<file path="src/rtl/asa_pkg.sv">
// ============================================================================
// asa_pkg
// Shared constants, types and GF(16) helpers for the AG syndrome accumulator.
// ============================================================================
package asa_pkg;

    // Number of exponents per coordinate that are accumulated.
    localparam int EXP_COUNT  = 15;
    // Nibble slots per result row; fixed by the result field width.
    localparam int STORE_SIDE = 15;
    localparam int GF_W       = 4;
    localparam int ROW_W      = GF_W * STORE_SIDE;
    localparam int IDX_W      = 4;
    localparam int CNT_W      = $clog2(EXP_COUNT + 1);

    // Multiplicative group order of GF(16).
    localparam logic [4:0] GF_ORDER = 5'd15;

    typedef logic [GF_W-1:0]  t_gf;
    typedef logic [ROW_W-1:0] t_row;

    // One symbol in log form, handed from the log stage to the store.
    typedef struct packed {
        logic                           valid;
        logic                           last;
        logic [EXP_COUNT-1:0][GF_W-1:0] row_log;
        logic [EXP_COUNT-1:0]           row_zero;
        logic [EXP_COUNT-1:0][GF_W-1:0] col_log;
        logic [EXP_COUNT-1:0]           col_zero;
    } t_term;

    // alpha^k for field polynomial x^4+x^3+1, alpha = x.
    function automatic t_gf gf_exp(input t_gf k);
        t_gf v;
        unique case (k)
            4'd0:    v = 4'd1;
            4'd1:    v = 4'd2;
            4'd2:    v = 4'd4;
            4'd3:    v = 4'd8;
            4'd4:    v = 4'd9;
            4'd5:    v = 4'd11;
            4'd6:    v = 4'd15;
            4'd7:    v = 4'd7;
            4'd8:    v = 4'd14;
            4'd9:    v = 4'd5;
            4'd10:   v = 4'd10;
            4'd11:   v = 4'd13;
            4'd12:   v = 4'd3;
            4'd13:   v = 4'd6;
            4'd14:   v = 4'd12;
            default: v = 4'd1;
        endcase
        return v;
    endfunction

    // Discrete log; zero has no log and is flagged separately by the caller.
    function automatic t_gf gf_log(input t_gf v);
        t_gf k;
        unique case (v)
            4'd1:    k = 4'd0;
            4'd2:    k = 4'd1;
            4'd3:    k = 4'd12;
            4'd4:    k = 4'd2;
            4'd5:    k = 4'd9;
            4'd6:    k = 4'd13;
            4'd7:    k = 4'd7;
            4'd8:    k = 4'd3;
            4'd9:    k = 4'd4;
            4'd10:   k = 4'd10;
            4'd11:   k = 4'd5;
            4'd12:   k = 4'd14;
            4'd13:   k = 4'd11;
            4'd14:   k = 4'd8;
            4'd15:   k = 4'd6;
            default: k = 4'd0;
        endcase
        return k;
    endfunction

    // (p + q) mod 15 for p, q below 16.
    function automatic t_gf add_mod15(input t_gf p, input t_gf q);
        logic [4:0] s;
        s = {1'b0, p} + {1'b0, q};
        if (s >= GF_ORDER) begin
            s = s - GF_ORDER;
        end
        if (s >= GF_ORDER) begin
            s = s - GF_ORDER;
        end
        return s[GF_W-1:0];
    endfunction

    // (p * q) mod 15; 16 is 1 mod 15, so the high nibble folds onto the low one.
    function automatic t_gf mul_mod15(input t_gf p, input t_gf q);
        logic [7:0] m;
        logic [4:0] f;
        m = {4'd0, p} * {4'd0, q};
        f = {1'b0, m[7:4]} + {1'b0, m[3:0]};
        if (f >= GF_ORDER) begin
            f = f - GF_ORDER;
        end
        return f[GF_W-1:0];
    endfunction

endpackage

</file>
<file path="src/rtl/asa_out_if.sv">
// ============================================================================
// asa_out_if
// Valid/ready channel carrying one row of packed syndromes.
// ============================================================================
interface asa_out_if import asa_pkg::*; ();
    logic             valid;
    logic             ready;
    logic [IDX_W-1:0] row_index;
    t_row             row_syndromes;
    logic             last_row;

    modport source (output valid, output row_index, output row_syndromes,
                    output last_row, input ready);
    modport sink   (input valid, input row_index, input row_syndromes,
                    input last_row, output ready);
endinterface

</file>
<file path="src/rtl/asa_unload.sv">
// ============================================================================
// asa_unload
// Row bank that holds a finished syndrome set and shifts it out row by row.
// ============================================================================
module asa_unload import asa_pkg::*; (
    input  logic                            i_clk,
    input  logic                            i_rst_n,
    input  logic                            i_load,
    input  logic [EXP_COUNT-1:0][ROW_W-1:0] i_snap,
    asa_out_if.source                       o_out,
    output logic                            o_free
);

    t_row             r_bank [EXP_COUNT];
    logic [CNT_W-1:0] r_cnt;
    logic [IDX_W-1:0] r_idx;
    logic             take;

    assign take = o_out.valid && o_out.ready;

    // The bank can take a new set when it is empty or when its last row leaves in this cycle.
    assign o_free = (r_cnt == '0) || ((r_cnt == CNT_W'(1)) && take);

    assign o_out.valid         = (r_cnt != '0);
    assign o_out.row_index     = r_idx;
    assign o_out.row_syndromes = r_bank[0];
    assign o_out.last_row      = (r_cnt == CNT_W'(1));

    always_ff @(posedge i_clk) begin
        if (!i_rst_n) begin
            r_cnt <= '0;
        end else if (i_load) begin
            r_cnt <= CNT_W'(EXP_COUNT);
        end else if (take) begin
            r_cnt <= r_cnt - CNT_W'(1);
        end
    end

    always_ff @(posedge i_clk) begin
        if (i_load) begin
            r_idx <= '0;
            for (int i = 0; i < EXP_COUNT; i++) begin
                r_bank[i] <= i_snap[i];
            end
        end else if (take) begin
            r_idx <= r_idx + IDX_W'(1);
            for (int i = 0; i < EXP_COUNT - 1; i++) begin
                r_bank[i] <= r_bank[i+1];
            end
            r_bank[EXP_COUNT-1] <= '0;
        end
    end

endmodule

</file>
<file path="src/flat_wrapper.sv">
// flat-port wrapper written by rule: the top's interface ports become plain ports
module asa_unload_flat import asa_pkg::*;
  (i_clk, i_rst_n, i_load, i_snap, o_free, o_out_valid, o_out_row_index, o_out_row_syndromes, o_out_last_row, o_out_ready);
  asa_out_if o_out_i ();
  input  logic i_clk;
  input  logic i_rst_n;
  input  logic i_load;
  input  logic [EXP_COUNT-1:0][ROW_W-1:0] i_snap;
  output logic o_free;
  output wire logic [$bits(o_out_i.valid)-1:0] o_out_valid;
  output wire logic [$bits(o_out_i.row_index)-1:0] o_out_row_index;
  output wire logic [$bits(o_out_i.row_syndromes)-1:0] o_out_row_syndromes;
  output wire logic [$bits(o_out_i.last_row)-1:0] o_out_last_row;
  input wire logic [$bits(o_out_i.ready)-1:0] o_out_ready;
  assign o_out_valid = o_out_i.valid;
  assign o_out_row_index = o_out_i.row_index;
  assign o_out_row_syndromes = o_out_i.row_syndromes;
  assign o_out_last_row = o_out_i.last_row;
  assign o_out_i.ready = o_out_ready;
  asa_unload u_core (.i_clk(i_clk), .i_rst_n(i_rst_n), .i_load(i_load), .i_snap(i_snap), .o_out(o_out_i), .o_free(o_free));
endmodule
</file>
<file path="config.mk">
export PLATFORM = sky130hd
export DESIGN_NAME = asa_unload_flat
export DESIGN_NICKNAME = d
export VERILOG_FILES = /design/src/rtl/asa_pkg.sv /design/src/rtl/asa_out_if.sv /design/src/rtl/asa_unload.sv /design/src/flat_wrapper.sv
export SDC_FILE = /design/constraint.sdc
export NUM_CORES = 1
export LEC_CHECK = 0
export BUFFER_PORTS_ARGS = -buffer_cell sky130_fd_sc_hd__buf_2
export CAP_MARGIN = 20
export CORE_AREA = 4 4 377 379
export CTS_CLUSTER_DIAMETER = 100
export DETAILED_ROUTE_END_ITERATION = 16
export DIE_AREA = 0 0 381 383
export SLEW_MARGIN = 20
export SYNTH_ARGS = -nofsm -noshare
export SYNTH_HDL_FRONTEND = slang
export SYNTH_SLANG_ARGS = --single-unit
</file>
<file path="constraint.sdc">
create_clock -name i_clk -period 13.45 [get_ports i_clk]
set_clock_uncertainty 0.1 [all_clocks]
set_input_delay 2.0175 -clock i_clk [delete_from_list [all_inputs] [get_ports i_clk]]
set_output_delay 2.0175 -clock i_clk [all_outputs]
set_load 0.02 [all_outputs]
</file>
Word-level counts from Yosys, hierarchy flattened
Memory sizes are Yosys's and may differ from the RTL's.
Cells that the tools add are included.
Storage, ports and cells
  RAM bits: 900
  bits in registers: 8
  bits of input ports: 904
  output and inout port bits: 67
  bits in read-only memories: 0
  latch bits: 0
  word-level logic and storage cells: 49
  memories kept: 1
Memory list
  u_core.r_bank: depth 15, bits a word 60, rd ports 15, clocked after Yosys merged registers in 0, wr ports 15, RTL line asa_unload.sv:14  | t_row r_bank [EXP_COUNT];
Operators by class
  add/sub/neg operators: 2
  multiply operators: 0
  mux-type cells: 22
  $lt $le $gt $ge: 0
  eq/ne operators: 1
  div/mod/pow operators: 0
  reductions and logical operators: 6
  bitwise gates (word level): 15
  shift operators: 0
Operators with widths (number)
  60-bit two-way mux: 15
  1-bit OR: 15
  4-bit two-way mux: 2
  1-bit two-way mux: 5
  4-bit by 1-bit adder with 4-bit output (second input constant): 1
  4-bit by 1-bit equality test with 1-bit output (second input constant): 1
  4-bit logical NOT: 1
  4-bit nonzero test: 1
  4-bit by 1-bit subtractor with 4-bit output (second input constant): 1
  1-bit logical AND: 2
  2-bit nonzero test: 1
  1-bit logical OR: 1

Depth between registers and ports, before layout
Gate-level depths: netlist (run 1).
  depth after elaboration: 6
  mapped depth: 7
  gate-level depth less buffers: 6

Least setup slack after synthesis (run 1)
OpenSTA, ideal clock, no wires.
  path kind: input port to flip-flop
  from: input i_load
  to: memory u_core.r_bank[0][0] in the netlist's numbering (enable)
  data arrival time: 13476 ps
  path slack: -1030 ps
  data required time: 12446 ps
  setup time: 904 ps
  buffers on the path: 3
  cell stages on the path: 4
  cells stage by stage: clkbuf_1 > clkbuf_1 > clkbuf_1 > or2_2
RTL lines
  start, declared: RTL line flat_wrapper.sv:7  | input logic i_load;
  end, declared: RTL line asa_unload.sv:14

==> flow_summary.yaml, run 1 <==
yosys:
  ys_seq_area_share_pct: 70.3
  synthArstFlopShare_pct: 0
  ys_ff_latch: 908
  synth_fp_nets: 2918
  syn_inst: 2011
  synth_ff_type: "edfxtp_1"
  post_synth.cell_area_avg_um2: 19.2
  yosys.area.top_type: "edfxtp_1"
  synth_most_common_cell: "edfxtp_1"
  synth_cell_types: 29
  synth.area.top_cells: "edfxtp_1, mux2_2, buf_6"
  synth_edf_count: 900
  ys_top_cells_by_count: "edfxtp_1, mux2_2, buf_6"
  yosys_warnings: 0
  yosysTopAreaCellShare_pct: 69.9
  syn_area_mm2: 0.0386
floorplan:
  die-area_mm2: 0.146
  rows: 137
  die_w_um: 381
  core_area_mm2: 0.139
  die_height_um: 383
  start_util_pct: 27.8
  io_pins: 971
clocking:
  clk_latency_ns: 0.69
  post_cts_buffers: 0
  numCtsBuffers: 102
  htree_levels: 3
  cts-resized-gates: 0
  clk_pin_slew_ns: 0.06
  cts_root_buffer: "clkbuf_16"
  cts_max_path_buffers: 3
  cts_tree: "done"
  postCtsHoldBufs: 0
  cts_num_sinks: 908
sta:
  slew_headroom_pct: 20.2
  setup-tns-final_ns: 0
  min_period_ns: 5.56
  whs_ns: 0.390
  rsz0062_at_grt: "no"
  slew_violations: 0
  setup_viol: 0
  max_slew.worst_pin.slew_ns: 1.20
  max_freq_mhz: 180
  hold_viol_final: 0
  fin_ws_ns: 7.89
  finalCritPeriodShare_pct: 41.4
job:
  cap_viol_max_count: 0
worst_setup_path:
  worst-path-buf-inv: 4
  path_common_cell: "buf_4"
  critical_path.endpoint_type: "flop"
  cpLargestDelayFamily: "buffers and inverters"
  cp.arrival_ns: 5.76
  cp_max_fo: 124
  worst_r2r_path_depth: 9
  cp_data_required_time_ns: 13.65
  worst_setup_path_start_kind: "input port"
  slowest_delay_ns: 0.86
  worstSetupPathType: "in -> reg"
  path_depth: 5
  crit_path_top_delay_cell: "buf_4"
  crit_chain: "buf_8, or2_4, buf_4, buf_12, buf_4"
placement:
  dp_slack_ns: 7.17
  post-dp-hpwl_um: 83800
  io_buffers: 970
  globalplace.congestion: 0.847
  dp_cells: 4642
min_path:
  min_path_cells: 2
  hold_path_class: "reg -> reg"
drt:
  drc: 0
  drt-wirelength-per-cell_um: 23.1
  drt-total-wl_um: 113000
  dr.pass1.iters: 5
  first_iter_violations: 1426
  antenna_left: 0
  num_vias: 20893
  vias_per_cell: 4.28
power_and_ir_drop:
  leakage_uw: 0.0181
  ir_drop_v: 0.0000991
  p_per_area_mw_per_mm2: 145
grt:
  grt_max_degree: 189
  antenna_found_initial: 78
  grt_first_pass_wirelength_um: 154000
  grt_pass1_vias: 21841
  grtUsageTotal_pct: 14.7
  gr-total-overflow: 0
layout:
  drive_gt1_share_pct: 65.0
  fin_nets: 3846
  multiInputGateArea_mm2: 0.0101
  n_fill_cell: 13430
  register_area_mm2: 0.0272
  instances_no_fill: 4879
  syn2layout_area_growth_pct: 24.0
status:
  status: "complete, no violations"
[worst reg2reg max path, stage by stage (launching register included)]
cell	delay [ns]
dfxtp_1	0.38
inv_1	0.08
ha_1	0.24
nor3b_1	0.15
buf_4	0.18
nor2_1	0.14
or2_4	0.60
buf_4	0.87
buf_12	0.56
buf_4	0.90
[final timing paths]
| kind | from | endpoint | slack, ns |
|---|---|---|---|
| min | u_core.o_out.row_index[3] | u_core.o_out.row_index[3] | 0.39 |
| min reg2reg | u_core.o_out.row_index[3] | u_core.o_out.row_index[3] | 0.39 |
| max reg2reg | u_core.r_cnt[0] | u_core.r_bank[0][195] | 8.82 |
| max | i_load | u_core.r_bank[0][195] | 7.89 |
[metal layers]
| metal | share of wire, % | global-route usage, % |
|---|---|---|
| met1 | 40 | 18.2 |
| met2 | 50 | 24.3 |
| met3 | 7.1 | 4.38 |
| met4 | 2.7 | 5.29 |
| met5 | 0.19 | 0 |
[registers in the layout, summed over array words and instances, names as in the netlist]
| name | count |
|---|---|
| u_core.o_out.row_index | 4 |
| u_core.r_bank | 900 |
| u_core.r_cnt | 4 |
[cells by family (layout without fill, tap and decap cells)]
| group | after synthesis | in the layout | share of synthesized area (%) |
|---|---|---|---|
| buf+inv | 167 | 1179 | 3.55 |
| simple gates | 77 | 77 | 1.26 |
| fa+ha+maj | 3 | 3 | 0.0971 |
| other cells | 0 | 49 | 0 |
| flops | 908 | 908 | 70.3 |
| mux | 841 | 841 | 24.5 |
| compound gates | 15 | 15 | 0.246 |
[layout make-up]
| class | instances | share of cell area (%) |
|---|---|---|
| sequential | 908 | 56.7 |
| tap | 1807 | 4.72 |
| antenna | 49 | 0.256 |
| timing repair buffer | 987 | 10.6 |
| inverter | 4 | 0.0313 |
| multi-input combinational | 936 | 21.1 |
| clock buffer | 123 | 5.54 |
| clock inverter | 65 | 1.04 |
[per-stage QoR]
stage,util [%],instance area [um2],total power [uW]
after floorplan,-,38600,4090
final,34.5,47900,6940
after CTS,34.4,47800,7040
after global placement,32.1,44600,4310
after detailed placement,32.1,44600,4330
after global routing,34.5,47900,7220
[cell usage in the layout, fill, tap and decap left out, types with 2 or more instances in the layout]
cell	count
or3_1	3
buf_2	969
dfxtp_1	8
a21oi_1	5
edfxtp_1	900
inv_6	7
o31a_1	2
nor3b_1	2
inv_1	4
clkinvlp_4	2
ha_1	3
o21ai_0	4
nor2_1	2
buf_12	7
mux2_2	841
clkinv_4	3
clkbuf_16	103
and2_1	60
clkinv_2	12
buf_4	10
nand2_1	2
diode_2	49
nor3_1	2
clkinv_1	34
clkbuf_1	20
bufinv_16	7
[where the power goes]
part | internal, uW | total (uW) | switching (uW) | leakage [uW]
Sequential | 3500 | 3610 | 113 | 0.00923
Combinational | 346 | 653 | 307 | 0.00739
Clock | 1530 | 2680 | 1150 | 0.00154
Power figures use the tool's default switching activity.
==> run 2: changes to the inputs <==
==> constraint.sdc (replaced) <==
create_clock -name i_clk -period 5.4 [get_ports i_clk]
set_clock_uncertainty 0.1 [all_clocks]
set_input_delay 0.81 -clock i_clk [delete_from_list [all_inputs] [get_ports i_clk]]
set_output_delay 0.81 -clock i_clk [all_outputs]
set_load 0.02 [all_outputs]
==> run 2 against run 1 <==
- first-iteration DRC count grew 0.77%
- global-route usage rose by 0.24 points
- total power rose to 2.5 times the previous value
- routed wire length rose by 0.64%
- critical path depth rose by 1
- critical endpoint is now o_out_valid
==> flow_summary.yaml, run 2 (synthesis gave the netlist of run 1 again) <==
clocking:
  clk_latency_ns: 0.69
  numCtsBuffers: 103
  clk_pin_slew_ns: 0.06
  post_cts_buffers: 0
  cts_tree: "done"
  cts_num_sinks: 908
  htree_levels: 3
  cts_root_buffer: "clkbuf_16"
  cts_max_path_buffers: 3
  postCtsHoldBufs: 0
  cts-resized-gates: 0
floorplan:
  core_area_mm2: 0.139
  start_util_pct: 27.8
  die-area_mm2: 0.146
  io_pins: 971
  rows: 137
  die_w_um: 381
  die_height_um: 383
worst_setup_path:
  startpoint: "u_core.r_cnt[0]"
  worstSetupPathType: "reg -> out"
  crit_chain: "inv_1, ha_1, nor3b_1, buf_4, inv_1, buf_2"
  slowest_delay_ns: 0.42
  worst-path-buf-inv: 4
  crit_path_end: "o_out_valid"
  cp_data_required_time_ns: 4.49
  critical_path.endpoint_type: "output port"
  crit_path_top_delay_cell: "nor3b_1"
  cpLargestDelayFamily: "buffers and inverters"
  r2r_start: "u_core.r_cnt[0]"
  worst_setup_path_start_kind: "flop"
  worst_r2r_path_depth: 7
  crit-reg2reg-capture: "u_core.r_bank[0][486]"
  cp_max_fo: 11
  path_common_cell: "inv_1"
  cp.arrival_ns: 2.27
  path_depth: 6
  r2r_setup_slack_ns: 2.28
drt:
  first_iter_violations: 1437
  vias_per_cell: 4.28
  antenna_left: 0
  drt-wirelength-per-cell_um: 23.1
  num_vias: 21033
  drt-total-wl_um: 113000
  dr.pass1.iters: 8
  drc: 0
power_and_ir_drop:
  sequentialPowerShare_pct: 51.7
  p_per_area_mw_per_mm2: 360
  power_frac_comb_pct: 9.6
  p_int_uw: 13400
  p_sw_uw: 4030
  ir_drop_v: 0.000281
  clock_power_share_pct: 38.7
  switching_share_pct: 23.2
  leakage_uw: 0.0184
grt:
  grt_pass1_vias: 21783
  gr-total-overflow: 0
  grt_first_pass_wirelength_um: 156000
  grt_max_degree: 174
  grtUsageTotal_pct: 14.9
  antenna_found_initial: 75
placement:
  globalplace.congestion: 0.833
  post-dp-hpwl_um: 86400
  io_buffers: 970
  placedInstanceArea_mm2: 0.0450
sta:
  hold_viol_final: 0
  whs_ns: 0.286
  min_period_ns: 3.18
  setup-tns-final_ns: 0
  max_freq_mhz: 315
  finalCritPeriodShare_pct: 58.9
  rsz0062_at_grt: "no"
  slew_headroom_pct: 29.8
  max_slew.worst_pin.slew_ns: 1.05
  setup_viol: 0
  slew_violations: 0
layout:
  top_register: "u_core.r_bank"
  layout_common_cells: "buf_2, edfxtp_1, mux2_2, clkbuf_16, and2_1"
  syn2layout_area_growth_pct: 25.2
  stdcell_area_mm2: 0.0484
  fin_nets: 3876
  largest_reg_flops: 900
  final_common_cell: "buf_2"
  drive_gt1_share_pct: 65.8
min_path:
  hold_path_class: "in -> reg"
status:
  status: "complete, no violations"
job:
  cap_viol_max_count: 0
[run 2: worst min path at each step]
stage | start | end | cells after the start
after floorplan | u_core.r_cnt[1] | u_core.r_cnt[1] | 1
after global placement | u_core.o_out.row_index[3] | u_core.o_out.row_index[3] | 2
after detailed placement | u_core.o_out.row_index[3] | u_core.o_out.row_index[3] | 2
after CTS | i_rst_n | u_core.r_cnt[3] | 2
after global routing | i_snap[893] | u_core.r_bank[0][893] | 2
final | i_rst_n | u_core.r_cnt[3] | 2
[run 2: cell type report]
| cell class | count | area, um2 |
|---|---|---|
| diodes | 49 | 123 |
| clock buffers | 129 | 2730 |
| clock inverters | 65 | 528 |
| fillers | 13440 | 90500 |
| inverters | 4 | 15.0 |
| multi-input cells | 936 | 10100 |
| flip-flops and latches | 908 | 27200 |
| well taps | 1807 | 2260 |
| repair buffers | 1016 | 5450 |
[run 2: stage by stage]
step	utilization [%]	instances	total power, uW	worst slack [ns]
global route	34.8	4901	18100	2.01
detailed placement	32.4	4671	10800	2.12
CTS	34.8	4865	17700	2.15
finish	34.8	4914	17400	2.22
global placement	32.4	4671	10800	2.14
floorplan	-	2011	10200	-2.89
[run 2: power groups by stage]
stage / Combinational (uW) / Clock [uW] / Sequential (uW)
detailed placement: 1680 / 0 / 9150
global route: 1820 / 7260 / 9060
finish: 1670 / 6730 / 9000
floorplan: 1130 / 0 / 9060
global placement: 1660 / 0 / 9140
CTS: 1690 / 6960 / 9010
[run 2: metal layers]
metal	GRT usage (%)	up-vias	routed length (um)
met5	0	-	161
met4	5.34	26	2490
met3	4.54	168	7980
met2	24.7	665	57100
met1	18.4	10372	45700
li1	-	9802	-
