--- config.mk ---
export PLATFORM = sky130hd
export DESIGN_NAME = asa_log_stage_flat
export DESIGN_NICKNAME = d
export VERILOG_FILES = /design/src/rtl/asa_pkg.sv /design/src/rtl/asa_in_if.sv /design/src/rtl/asa_log_stage.sv /design/src/flat_wrapper.sv
export SDC_FILE = /design/constraint.sdc
export NUM_CORES = 1
export LEC_CHECK = 0
export BUFFER_PORTS_ARGS = -buffer_cell sky130_fd_sc_hd__buf_4
export CAP_MARGIN = 20
export CORE_MARGIN = 4
export CORE_UTILIZATION = 63
export CTS_BUF_LIST = sky130_fd_sc_hd__clkbuf_8
export CTS_CLUSTER_DIAMETER = 60
export DETAILED_ROUTE_END_ITERATION = 7
export PLACE_DENSITY = 0.9
export SYNTH_ARGS = -nofsm -noshare
export SYNTH_HDL_FRONTEND = slang
export SYNTH_SLANG_ARGS = --single-unit
--- constraint.sdc ---
create_clock -name i_clk -period 8.26 [get_ports i_clk]
set_input_delay 0.826 -clock i_clk [delete_from_list [all_inputs] [get_ports i_clk]]
set_output_delay 0.826 -clock i_clk [all_outputs]
set_load 0.005 [all_outputs]
--- src/rtl/asa_pkg.sv ---
// ============================================================================
// asa_pkg
// Shared constants, types and GF(16) helpers for the AG syndrome accumulator.
// ============================================================================
package asa_pkg;

    // Number of exponents per coordinate that are accumulated.
    localparam int EXP_COUNT  = 15;
    // Nibble slots per result row; fixed by the result field width.
    localparam int STORE_SIDE = 15;
    localparam int GF_W       = 4;
    localparam int ROW_W      = GF_W * STORE_SIDE;
    localparam int IDX_W      = 4;
    localparam int CNT_W      = $clog2(EXP_COUNT + 1);

    // Multiplicative group order of GF(16).
    localparam logic [4:0] GF_ORDER = 5'd15;

    typedef logic [GF_W-1:0]  t_gf;
    typedef logic [ROW_W-1:0] t_row;

    // One symbol in log form, handed from the log stage to the store.
    typedef struct packed {
        logic                           valid;
        logic                           last;
        logic [EXP_COUNT-1:0][GF_W-1:0] row_log;
        logic [EXP_COUNT-1:0]           row_zero;
        logic [EXP_COUNT-1:0][GF_W-1:0] col_log;
        logic [EXP_COUNT-1:0]           col_zero;
    } t_term;

    // alpha^k for field polynomial x^4+x^3+1, alpha = x.
    function automatic t_gf gf_exp(input t_gf k);
        t_gf v;
        unique case (k)
            4'd0:    v = 4'd1;
            4'd1:    v = 4'd2;
            4'd2:    v = 4'd4;
            4'd3:    v = 4'd8;
            4'd4:    v = 4'd9;
            4'd5:    v = 4'd11;
            4'd6:    v = 4'd15;
            4'd7:    v = 4'd7;
            4'd8:    v = 4'd14;
            4'd9:    v = 4'd5;
            4'd10:   v = 4'd10;
            4'd11:   v = 4'd13;
            4'd12:   v = 4'd3;
            4'd13:   v = 4'd6;
            4'd14:   v = 4'd12;
            default: v = 4'd1;
        endcase
        return v;
    endfunction

    // Discrete log; zero has no log and is flagged separately by the caller.
    function automatic t_gf gf_log(input t_gf v);
        t_gf k;
        unique case (v)
            4'd1:    k = 4'd0;
            4'd2:    k = 4'd1;
            4'd3:    k = 4'd12;
            4'd4:    k = 4'd2;
            4'd5:    k = 4'd9;
            4'd6:    k = 4'd13;
            4'd7:    k = 4'd7;
            4'd8:    k = 4'd3;
            4'd9:    k = 4'd4;
            4'd10:   k = 4'd10;
            4'd11:   k = 4'd5;
            4'd12:   k = 4'd14;
            4'd13:   k = 4'd11;
            4'd14:   k = 4'd8;
            4'd15:   k = 4'd6;
            default: k = 4'd0;
        endcase
        return k;
    endfunction

    // (p + q) mod 15 for p, q below 16.
    function automatic t_gf add_mod15(input t_gf p, input t_gf q);
        logic [4:0] s;
        s = {1'b0, p} + {1'b0, q};
        if (s >= GF_ORDER) begin
            s = s - GF_ORDER;
        end
        if (s >= GF_ORDER) begin
            s = s - GF_ORDER;
        end
        return s[GF_W-1:0];
    endfunction

    // (p * q) mod 15; 16 is 1 mod 15, so the high nibble folds onto the low one.
    function automatic t_gf mul_mod15(input t_gf p, input t_gf q);
        logic [7:0] m;
        logic [4:0] f;
        m = {4'd0, p} * {4'd0, q};
        f = {1'b0, m[7:4]} + {1'b0, m[3:0]};
        if (f >= GF_ORDER) begin
            f = f - GF_ORDER;
        end
        return f[GF_W-1:0];
    endfunction

endpackage

--- src/rtl/asa_in_if.sv ---
// ============================================================================
// asa_in_if
// Valid/ready channel carrying one received symbol and its curve point.
// ============================================================================
interface asa_in_if import asa_pkg::*; ();
    logic valid;
    logic ready;
    t_gf  received_value;
    t_gf  point_x;
    t_gf  point_y;
    logic last_symbol;

    modport source (output valid, output received_value, output point_x,
                    output point_y, output last_symbol, input ready);
    modport sink   (input valid, input received_value, input point_x,
                    input point_y, input last_symbol, output ready);
endinterface

--- src/rtl/asa_log_stage.sv ---
// ============================================================================
// asa_log_stage
// Input register and conversion of one symbol to per-row and per-column logs.
// ============================================================================
module asa_log_stage import asa_pkg::*; (
    input  logic  i_clk,
    input  logic  i_rst_n,
    input  logic  i_en,
    asa_in_if.sink i_in,
    output t_term o_term
);

    logic r_s1_valid;
    logic r_s1_last;
    t_gf  r_s1_e;
    t_gf  r_s1_x;
    t_gf  r_s1_y;

    logic                           r_t_valid;
    logic                           r_t_last;
    logic [EXP_COUNT-1:0][GF_W-1:0] r_t_row_log;
    logic [EXP_COUNT-1:0]           r_t_row_zero;
    logic [EXP_COUNT-1:0][GF_W-1:0] r_t_col_log;
    logic [EXP_COUNT-1:0]           r_t_col_zero;

    logic [EXP_COUNT-1:0][GF_W-1:0] n_row_log;
    logic [EXP_COUNT-1:0]           n_row_zero;
    logic [EXP_COUNT-1:0][GF_W-1:0] n_col_log;
    logic [EXP_COUNT-1:0]           n_col_zero;
    t_gf                            le;
    t_gf                            lx;
    t_gf                            ly;

    assign i_in.ready = i_en;

    // Row a carries log(e * x^a), column b carries log(y^b). A zero base
    // only survives at exponent zero.
    always_comb begin
        le = gf_log(r_s1_e);
        lx = gf_log(r_s1_x);
        ly = gf_log(r_s1_y);
        for (int a = 0; a < EXP_COUNT; a++) begin
            n_row_log[a]  = add_mod15(le, mul_mod15(GF_W'(a), lx));
            n_row_zero[a] = (r_s1_e == '0) || ((r_s1_x == '0) && (a != 0));
            n_col_log[a]  = mul_mod15(GF_W'(a), ly);
            n_col_zero[a] = (r_s1_y == '0) && (a != 0);
        end
    end

    always_ff @(posedge i_clk) begin
        if (!i_rst_n) begin
            r_s1_valid <= 1'b0;
            r_t_valid  <= 1'b0;
        end else if (i_en) begin
            r_s1_valid <= i_in.valid;
            r_t_valid  <= r_s1_valid;
        end
    end

    always_ff @(posedge i_clk) begin
        if (i_en) begin
            r_s1_last    <= i_in.last_symbol;
            r_s1_e       <= i_in.received_value;
            r_s1_x       <= i_in.point_x;
            r_s1_y       <= i_in.point_y;
            r_t_last     <= r_s1_last;
            r_t_row_log  <= n_row_log;
            r_t_row_zero <= n_row_zero;
            r_t_col_log  <= n_col_log;
            r_t_col_zero <= n_col_zero;
        end
    end

    assign o_term.valid    = r_t_valid;
    assign o_term.last     = r_t_last;
    assign o_term.row_log  = r_t_row_log;
    assign o_term.row_zero = r_t_row_zero;
    assign o_term.col_log  = r_t_col_log;
    assign o_term.col_zero = r_t_col_zero;

endmodule

--- src/flat_wrapper.sv ---
// flat-port wrapper written by rule: the top's interface ports become plain ports
module asa_log_stage_flat import asa_pkg::*;
  (i_clk, i_rst_n, i_en, o_term, i_in_valid, i_in_received_value, i_in_point_x, i_in_point_y, i_in_last_symbol, i_in_ready);
  asa_in_if i_in_i ();
  input  logic i_clk;
  input  logic i_rst_n;
  input  logic i_en;
  output t_term o_term;
  input wire logic [$bits(i_in_i.valid)-1:0] i_in_valid;
  input wire logic [$bits(i_in_i.received_value)-1:0] i_in_received_value;
  input wire logic [$bits(i_in_i.point_x)-1:0] i_in_point_x;
  input wire logic [$bits(i_in_i.point_y)-1:0] i_in_point_y;
  input wire logic [$bits(i_in_i.last_symbol)-1:0] i_in_last_symbol;
  output wire logic [$bits(i_in_i.ready)-1:0] i_in_ready;
  assign i_in_i.valid = i_in_valid;
  assign i_in_i.received_value = i_in_received_value;
  assign i_in_i.point_x = i_in_point_x;
  assign i_in_i.point_y = i_in_point_y;
  assign i_in_i.last_symbol = i_in_last_symbol;
  assign i_in_ready = i_in_i.ready;
  asa_log_stage u_core (.i_clk(i_clk), .i_rst_n(i_rst_n), .i_en(i_en), .i_in(i_in_i), .o_term(o_term));
endmodule
=== Yosys cells after proc, flatten, opt, wreduce, memory -nomap -nowiden ===
Memory sizes are Yosys's and may differ from the RTL's. A register that Yosys moved wholly into a read port is not among the register bits.
Cells that the tools add are included.

* Add/sub/neg operators: 98
* Multiply operators: 20
* Divide/modulo/power cells: 0
* $lt $le $gt $ge: 58
* Equality and inequality tests: 0
* Shift-type cells: 0
* Muxes and demuxes: 61
* Bitwise gates (word level): 0
* Reductions and logical operators: 4

{| class="wikitable"
|+ Operators by type and width
! kind !! number
|-
| 5-bit by 4-bit >= comparator with 1-bit output, second input constant || 55
|-
| 4-bit 2-to-1 mux || 46
|-
| 4-bit subtractor, second input constant || 43
|-
| 4-bit by 4-bit adder with 5-bit output || 26
|-
| 5-bit 2-to-1 mux || 15
|-
| 5-bit by 4-bit subtractor with 5-bit output, second input constant || 14
|-
| 3-bit by 4-bit multiplier with 7-bit output, first input constant || 8
|-
| 4-bit by 4-bit multiplier with 8-bit output, first input constant || 6
|-
| 3-bit by 4-bit adder with 5-bit output || 8
|-
| 2-bit by 4-bit multiplier with 6-bit output, first input constant || 6
|-
| 2-bit by 4-bit adder with 5-bit output || 4
|-
| 4-bit >= comparator, second input constant || 3
|-
| 4-bit logical NOT || 3
|-
| 1-bit by 4-bit adder with 5-bit output || 2
|-
| 4-bit by 4-bit subtractor with 5-bit output, second input constant || 1
|-
| 1-bit logical OR || 1
|}

* Flip-flop bits (word level): 135
* Bits in latches: 0
* Bits in writable memories: 0
* Bits in read-only memories: 192
* Input port bits: 17
* Output and inout port bits: 153
* Word-level logic and storage cells: 282
* Memories: 3

{| class="wikitable"
|+ Memory list
! name !! depth !! bits a word !! read ports !! clocked after Yosys merged registers in !! write ports !! RTL line !! text
|-
| (no name shown) || 16 || 4 || 1 || 1 || 0 || asa_pkg.sv:59 || <nowiki>unique case (v)</nowiki>
|-
| (no name shown) || 16 || 4 || 1 || 1 || 0 || asa_pkg.sv:59 ||
|-
| (no name shown) || 16 || 4 || 1 || 1 || 0 || asa_pkg.sv:59 ||
|}

=== Logic depth before layout (Yosys ltp) ===
Gate-level depths: netlist of run 1.

* Word-level depth: 9
* Depth in mapped cells: 34

=== Least setup slack after synthesis of run 1 ===
Ideal clock, no wire load.

* Path kind: reg2reg
* Start point: register u_core.lx[2] (netlist name)
* End point: register u_core.r_t_row_log (netlist bit u_core.o_term[135]) (data pin)
* Arrival time: 6.720 ns
* Data required time: 7.998 ns
* Setup slack: 1.278 ns
* Stages on the path, launching flop included: 34
* Path buffers: 1
* Clock period less this slack: 6.982 ns
* Cell sequence: dfxtp_1 > inv_1 > ha_1 > xnor2_1 > ha_1 > or2_2 > ha_1 > a31oi_1 > xnor2_1 > inv_1 > fa_1 > inv_1 > ha_1 > o21ai_0 > nand3_1 > o21ai_0 > ha_1 > inv_1 > fa_1 > xnor2_1 > nand2_1 > mux2i_1 > and2_1 > ha_1 > inv_1 > and3_1 > clkbuf_2 > xnor2_1 > a21oi_1 > ha_1 > inv_1 > a21o_1 > o21bai_2 > mux2_1

{| class="wikitable"
|+ RTL lines
! what !! RTL line !! text
|-
| to (signal assigned) || asa_log_stage.sv:67 || <nowiki>r_t_row_log <= n_row_log;</nowiki>
|-
| to (decl) || asa_log_stage.sv:21 || <nowiki>logic [EXP_COUNT-1:0][GF_W-1:0] r_t_row_log;</nowiki>
|}

==> impl_metrics.tcl, run 1 <==
set metrics [dict create \
    clk_pin_slew_worst_paths_ps 100 \
    met1Wirelength_mm 15.6 \
    cts-buffers-inserted 17 \
    syn2layout_area_growth_pct 11.1 \
    wl_met3_mm 1.87 \
    ios 170 \
    final_max_slew_viol_count 0 \
    synth.cell_area_um2 16500 \
    nFillCells 1774 \
    synth_flop_cell "edfxtp_1" \
    dp_hpwl_mm 26.6 \
    max-slew-margin-rel_pct 31.3 \
    period_share_pct 92.3 \
    cts_setup_buffers 0 \
    cp-start-kind "flop" \
    synth_cell_types 91 \
    ant_nets 0 \
    cp-end-kind "flop" \
    timing_hold_violations_final 0 \
    gp_congestion 0.937 \
    rows 59 \
    cp_common_cell "ha_1" \
    grt_pass1_vias 13100 \
    port_buffers 164 \
    ys_seq_area_share_pct 25.9 \
    hold_class "flop to flop" \
    synth_warnings 0 \
    first_pass_iters 5 \
    grt_pass1_wl_mm 59.7 \
    max_cap_violations 0 \
    cp.arrival_ps 7860 \
    cts_sinks 147 \
    crit_path_max_fanout 20 \
    regToRegSetupSlack_ps 630 \
    clock_skew_ps 22.5 \
    crit_buf_inv 5 \
    seqCellArea_um2 4270 \
    dr_wl_met2_mm 17.4 \
    cts_root_buffer "clkbuf_8" \
    die_w_um 170 \
    ys_ff_latch 147 \
    critPathTopFamily "adder cells" \
    clock_latency_ps 490 \
    drt_wl_total_mm 35.7 \
    initial_utilization_pct 63.8 \
    synth_edf_count 133 \
    route.detailed.drc 0 \
    fp.coreArea_um2 25900 \
    finalCriticalPeriod_ps 7630 \
    multi_input_area_um2 11500 \
    grt_overflow_total 0 \
    status "finished clean" \
    chipHeight_um 170 \
    max_slew.worst_pin.slew_ps 1030 \
    required_ps 8490 \
    fin_tns_setup_ps 0 \
    crit_slowest_cell "dfxtp_1" \
    cts_tree "yes" \
    fin_nets 2174 \
    cts_buffer_depth 2 \
    routedWlPerCell_um 16.0 \
    setup_viol 0 \
    holdBufCountCts 0 \
    viasPerCell 6.05 \
    synthCells 1740 \
    fmax_ghz 0.131 \
    rsz0062_at_grt "false" \
    diodes 0 \
    via_count 13500 \
    antenna_found_initial 0 \
    path_class "flop to flop" \
    routed.top_layer "met4" \
    gr-usage-all-layers_pct 24.3 \
    synthArstFlopShare_pct 0 \
    cp_slowest_stage_delay_ps 880 \
    drtIter0Drc 1018 \
    syn_area_per_cell_um2 9.50 \
    drive_gt1_share_pct 16.8 \
    cts.htree.levels 4 \
    cts_resized 0 \
    grt_max_degree 93 \
    dieArea_um2 28900 \
]
## cell type report
class	count	share of cell area, %
flip-flops and latches	147	23.3
clock buffers	17	1.27
well taps	335	2.28
multi-input cells	1424	62.5
clock inverters	15	0.974
repair buffers	173	7.20
inverters	120	2.45
## metrics by stage
step           util (%)  cell area [um^2]  std cells  hold WS [ps]  setup slack, ps
2_1_floorplan         -             16500       1744           400             1280
3_3_place_gp       69.2             17900       2198           405             1160
3_5_place_dp       69.2             17900       2198           420              738
4_1_cts            70.8             18300       2230           445              718
5_1_grt            70.9             18400       2231           462              148
6_report           70.9             18400       2231           441              634
## worst register-to-register path, delay by kind of cell (launching register included)
family          cells  cell delay, ps
xor+xnor            4             820
buf+inv             5             360
flops               1             880
simple gates        5             910
mux                 2             630
fa+ha+maj           9            2770
compound gates      6            1030
## path summary, 6_finish.rpt
kind,from,to,depth (start not counted)
setup / recovery,u_core.lx[3],u_core.o_term[135],31
hold / removal,u_core.r_s1_last,u_core.r_t_last,0
setup reg to reg,u_core.lx[3],u_core.o_term[135],31
hold reg to reg,u_core.r_s1_last,u_core.r_t_last,0
## per-layer routing
metal	up-vias	track usage, %
met2	428	42.1
met1	6390	31.1
li1	6600	-
met4	0	8.06
met3	69	3.86
met5	-	0
## cells by family (layout without fill, tap and decap cells)
logic type | after synthesis | in the layout | synth area share [%]
xor+xnor | 149 | 149 | 8.35
buf+inv | 173 | 325 | 4.78
mux | 92 | 92 | 6.26
fa+ha+maj | 274 | 274 | 22.6
compound gates | 443 | 443 | 18.0
other cells | 1 | 5 | 0.0227
simple gates | 461 | 461 | 14.1
flops | 147 | 147 | 25.9
## cell usage after synthesis (all sizes together) (9+ instances only)
library cell,instances,area [um^2]
xor2,55,504
a211oi,18,150
clkbuf,14,53.8
and3,15,93.8
nor2b,55,359
nor2,84,315
dfxtp,14,280
nor3,22,146
a31oi,25,156
nand2,147,552
a21boi,11,90.1
a21o,55,413
a311oi,9,85.1
mux2,52,597
buf,39,287
o21a,13,98.9
nand4,10,62.6
inv,120,450
o31ai,18,155
o211ai,15,123
mux2i,37,370
xnor2,94,876
and2,30,188
nand3,36,180
ha,232,2900
edfxtp,133,3990
nand2b,20,125
o21ai,94,482
fa,42,841
nor3b,17,133
a21oi,128,674
## flip-flops by register name (all words and copies together), names as in the netlist
| name | flops |
|---|---|
| u_core.ly | 4 |
| u_core.r_s1_y | 4 |
| u_core.r_t_col_zero | 1 |
| u_core.r_s1_e | 4 |
| u_core.r_t_valid | 1 |
| u_core.lx | 4 |
| u_core.le | 4 |
| u_core.r_t_last | 1 |
| u_core.r_s1_valid | 1 |
| u_core.r_t_row_zero | 2 |
| u_core.o_term | 116 |
| u_core.r_s1_x | 4 |
| u_core.r_s1_last | 1 |
## cells in the final DEF, fill, tap and decap left out, types with 12 or more instances in the layout
cell type  instances
ha_1             232
and2_1            30
nor3_1            16
and3_1            15
nand2_1          147
xnor2_1           87
a211oi_1          15
xor2_1            52
dfxtp_1           14
inv_1            120
o21a_1            12
nand3_1           36
a31oi_1           25
mux2i_1           37
mux2_2            39
buf_4            171
o211ai_1          13
nor2_1            84
fa_1              42
clkbuf_8          17
a21o_1            55
o21ai_0           87
nand2b_1          20
a21oi_1          119
edfxtp_1         133
nor3b_1           16
nor2b_1           53
o31ai_1           14
Power of run 1 is not shown: default switching activity piles up to over one toggle a cycle in this logic, so the estimate is an artifact.
==> run 2, diff against run 1 <==
--- a/config.mk
+++ b/config.mk
@@ -7,6 +7,7 @@
 export LEC_CHECK = 0
 export BUFFER_PORTS_ARGS = -buffer_cell sky130_fd_sc_hd__buf_4
 export CAP_MARGIN = 20
+export CORE_ASPECT_RATIO = 0.75
 export CORE_MARGIN = 4
 export CORE_UTILIZATION = 63
 export CTS_BUF_LIST = sky130_fd_sc_hd__clkbuf_8
==> run 2 against run 1 <==
Clock-buffer cell count stayed put; core utilization about the same; wire length up 6.5%; worst hold slack got worse by 0.66 ps; non-clock buffer count rose by 1; clock skew decreased by 5.2 ps; setup slack gained 110 ps; sequential cell count did not move; via count grew 0.76%; final cell count is 0.49% higher; global-route usage is 1.4 points higher; largest cell class unchanged.
==> impl_metrics.tcl, run 2 (synthesized netlist as in run 1, its figures left out) <==
set metrics [dict create \
    stdcell_count 2242 \
    cp-start-kind "flop" \
    clock_skew_ps 17.3 \
    rsz0062_at_grt "false" \
    route.detailed.drc 0 \
    drive_gt1_share_pct 16.8 \
    cts_setup_buffers 0 \
    crit_path_max_fanout 19 \
    final_cell_mix "ha_1, buf_4, nand2_1" \
    grt_overflow_total 0 \
    fin_tns_setup_ps 0 \
    routedWlPerCell_um 17.0 \
    period_share_pct 90.9 \
    largest_register_ff_count 116 \
    clk_pin_slew_worst_paths_ps 100 \
    grt_pass1_vias 13100 \
    dieArea_um2 28900 \
    max_cap_violations 0 \
    max_slew.worst_pin.slew_ps 1130 \
    grt_pass1_wl_mm 62.8 \
    cp_common_cell "ha_1" \
    cp_slowest_stage_delay_ps 870 \
    cts.htree.levels 4 \
    first_pass_iters 8 \
    r2r_start "u_core.lx[1]" \
    worstHoldStart "u_core.r_s1_last" \
    port_buffers 164 \
    cts_tree "yes" \
    ant_nets 0 \
    fp.coreArea_um2 25900 \
    viasPerCell 6.06 \
    clock_latency_ps 490 \
    drt_wl_total_mm 38.1 \
    grt_max_degree 97 \
    chipHeight_um 148 \
    via_count 13600 \
    postLayoutCoreUtil_pct 70.9 \
    fmax_ghz 0.133 \
    ios 170 \
    syn2layout_area_growth_pct 11.0 \
    crit_slowest_cell "dfxtp_1" \
    hold_class "flop to flop" \
    cts_buffer_depth 2 \
    finalCriticalPeriod_ps 7510 \
    cp.arrival_ps 7750 \
    regToRegSetupSlack_ps 750 \
    gp_congestion 0.939 \
    cts_resized 0 \
    multi_input_area_um2 11500 \
    rows 51 \
    worst_hold_slack_ps 441 \
    timing_hold_violations_final 0 \
    status "finished clean" \
    max-slew-margin-rel_pct 24.4 \
    path_class "flop to flop" \
    dp_hpwl_mm 28.4 \
    final_max_slew_viol_count 0 \
    drtIter0Drc 1028 \
    initial_utilization_pct 63.8 \
    layout_commonest_cell "ha_1" \
    cts-buffers-inserted 17 \
    crit_path_start "u_core.lx[1]" \
    holdBufCountCts 0 \
    nFillCells 1890 \
    antenna_found_initial 1 \
    die_w_um 195 \
    fin_nets 2175 \
    setup_viol 0 \
    gr-usage-all-layers_pct 25.6 \
    cts_sinks 147 \
    placed_cells_incl_taps 2208 \
    cp-end-kind "flop" \
    required_ps 8500 \
    cts_root_buffer "clkbuf_8" \
    seqCellArea_um2 4270 \
]
[run 2: cell types whose count changed in the layout (fill, tap and decap cells not counted), sizes merged]
cell / before / now
bufinv: 0 / 1
buf: 173 / 174
clkinv: 5 / 3
inv: 128 / 129
diode: 0 / 1
[run 2: final timing paths]
check	end	cells past startpoint
min	u_core.r_t_last	0
min reg2reg	u_core.r_t_last	0
max	u_core.o_term[147]	30
max reg2reg	u_core.o_term[147]	30
[run 2: worst max-delay path: cells and delay by family (launching register included)]
kind	cells	cell delay, ps
buffers and inverters	2	160
multiplexers	2	690
flip-flops	1	870
AND/OR/NAND/NOR	7	1010
XOR/XNOR	2	340
adder cells (fa/ha/maj)	9	2750
AO/OA/AOI/OAI	8	1430
[run 2: routing by layer]
layer	global-route usage [%]	routed length, um	vias up
li1	-	-	6608
met1	34.6	17300	6479
met2	43.1	17800	443
met3	4.30	2090	60
met4	7.19	830	0
met5	0	0	-
[run 2: layout make-up]
cell class | instances | area share (%)
clock inverter | 15 | 0.900
sequential | 147 | 23.3
timing repair buffer | 174 | 7.18
tap | 344 | 2.34
multi-input combinational | 1424 | 62.6
antenna | 1 | 0.0136
clock buffer | 17 | 1.27
inverter | 120 | 2.45
[run 2: stage by stage]
stage	area [um^2]	setup WS, ps
CTS	18300	790
floorplan	16500	1280
global placement	17900	1200
global route	18400	246
detailed placement	17900	811
finish	18400	749
Power of run 2 is left out for the same reason.
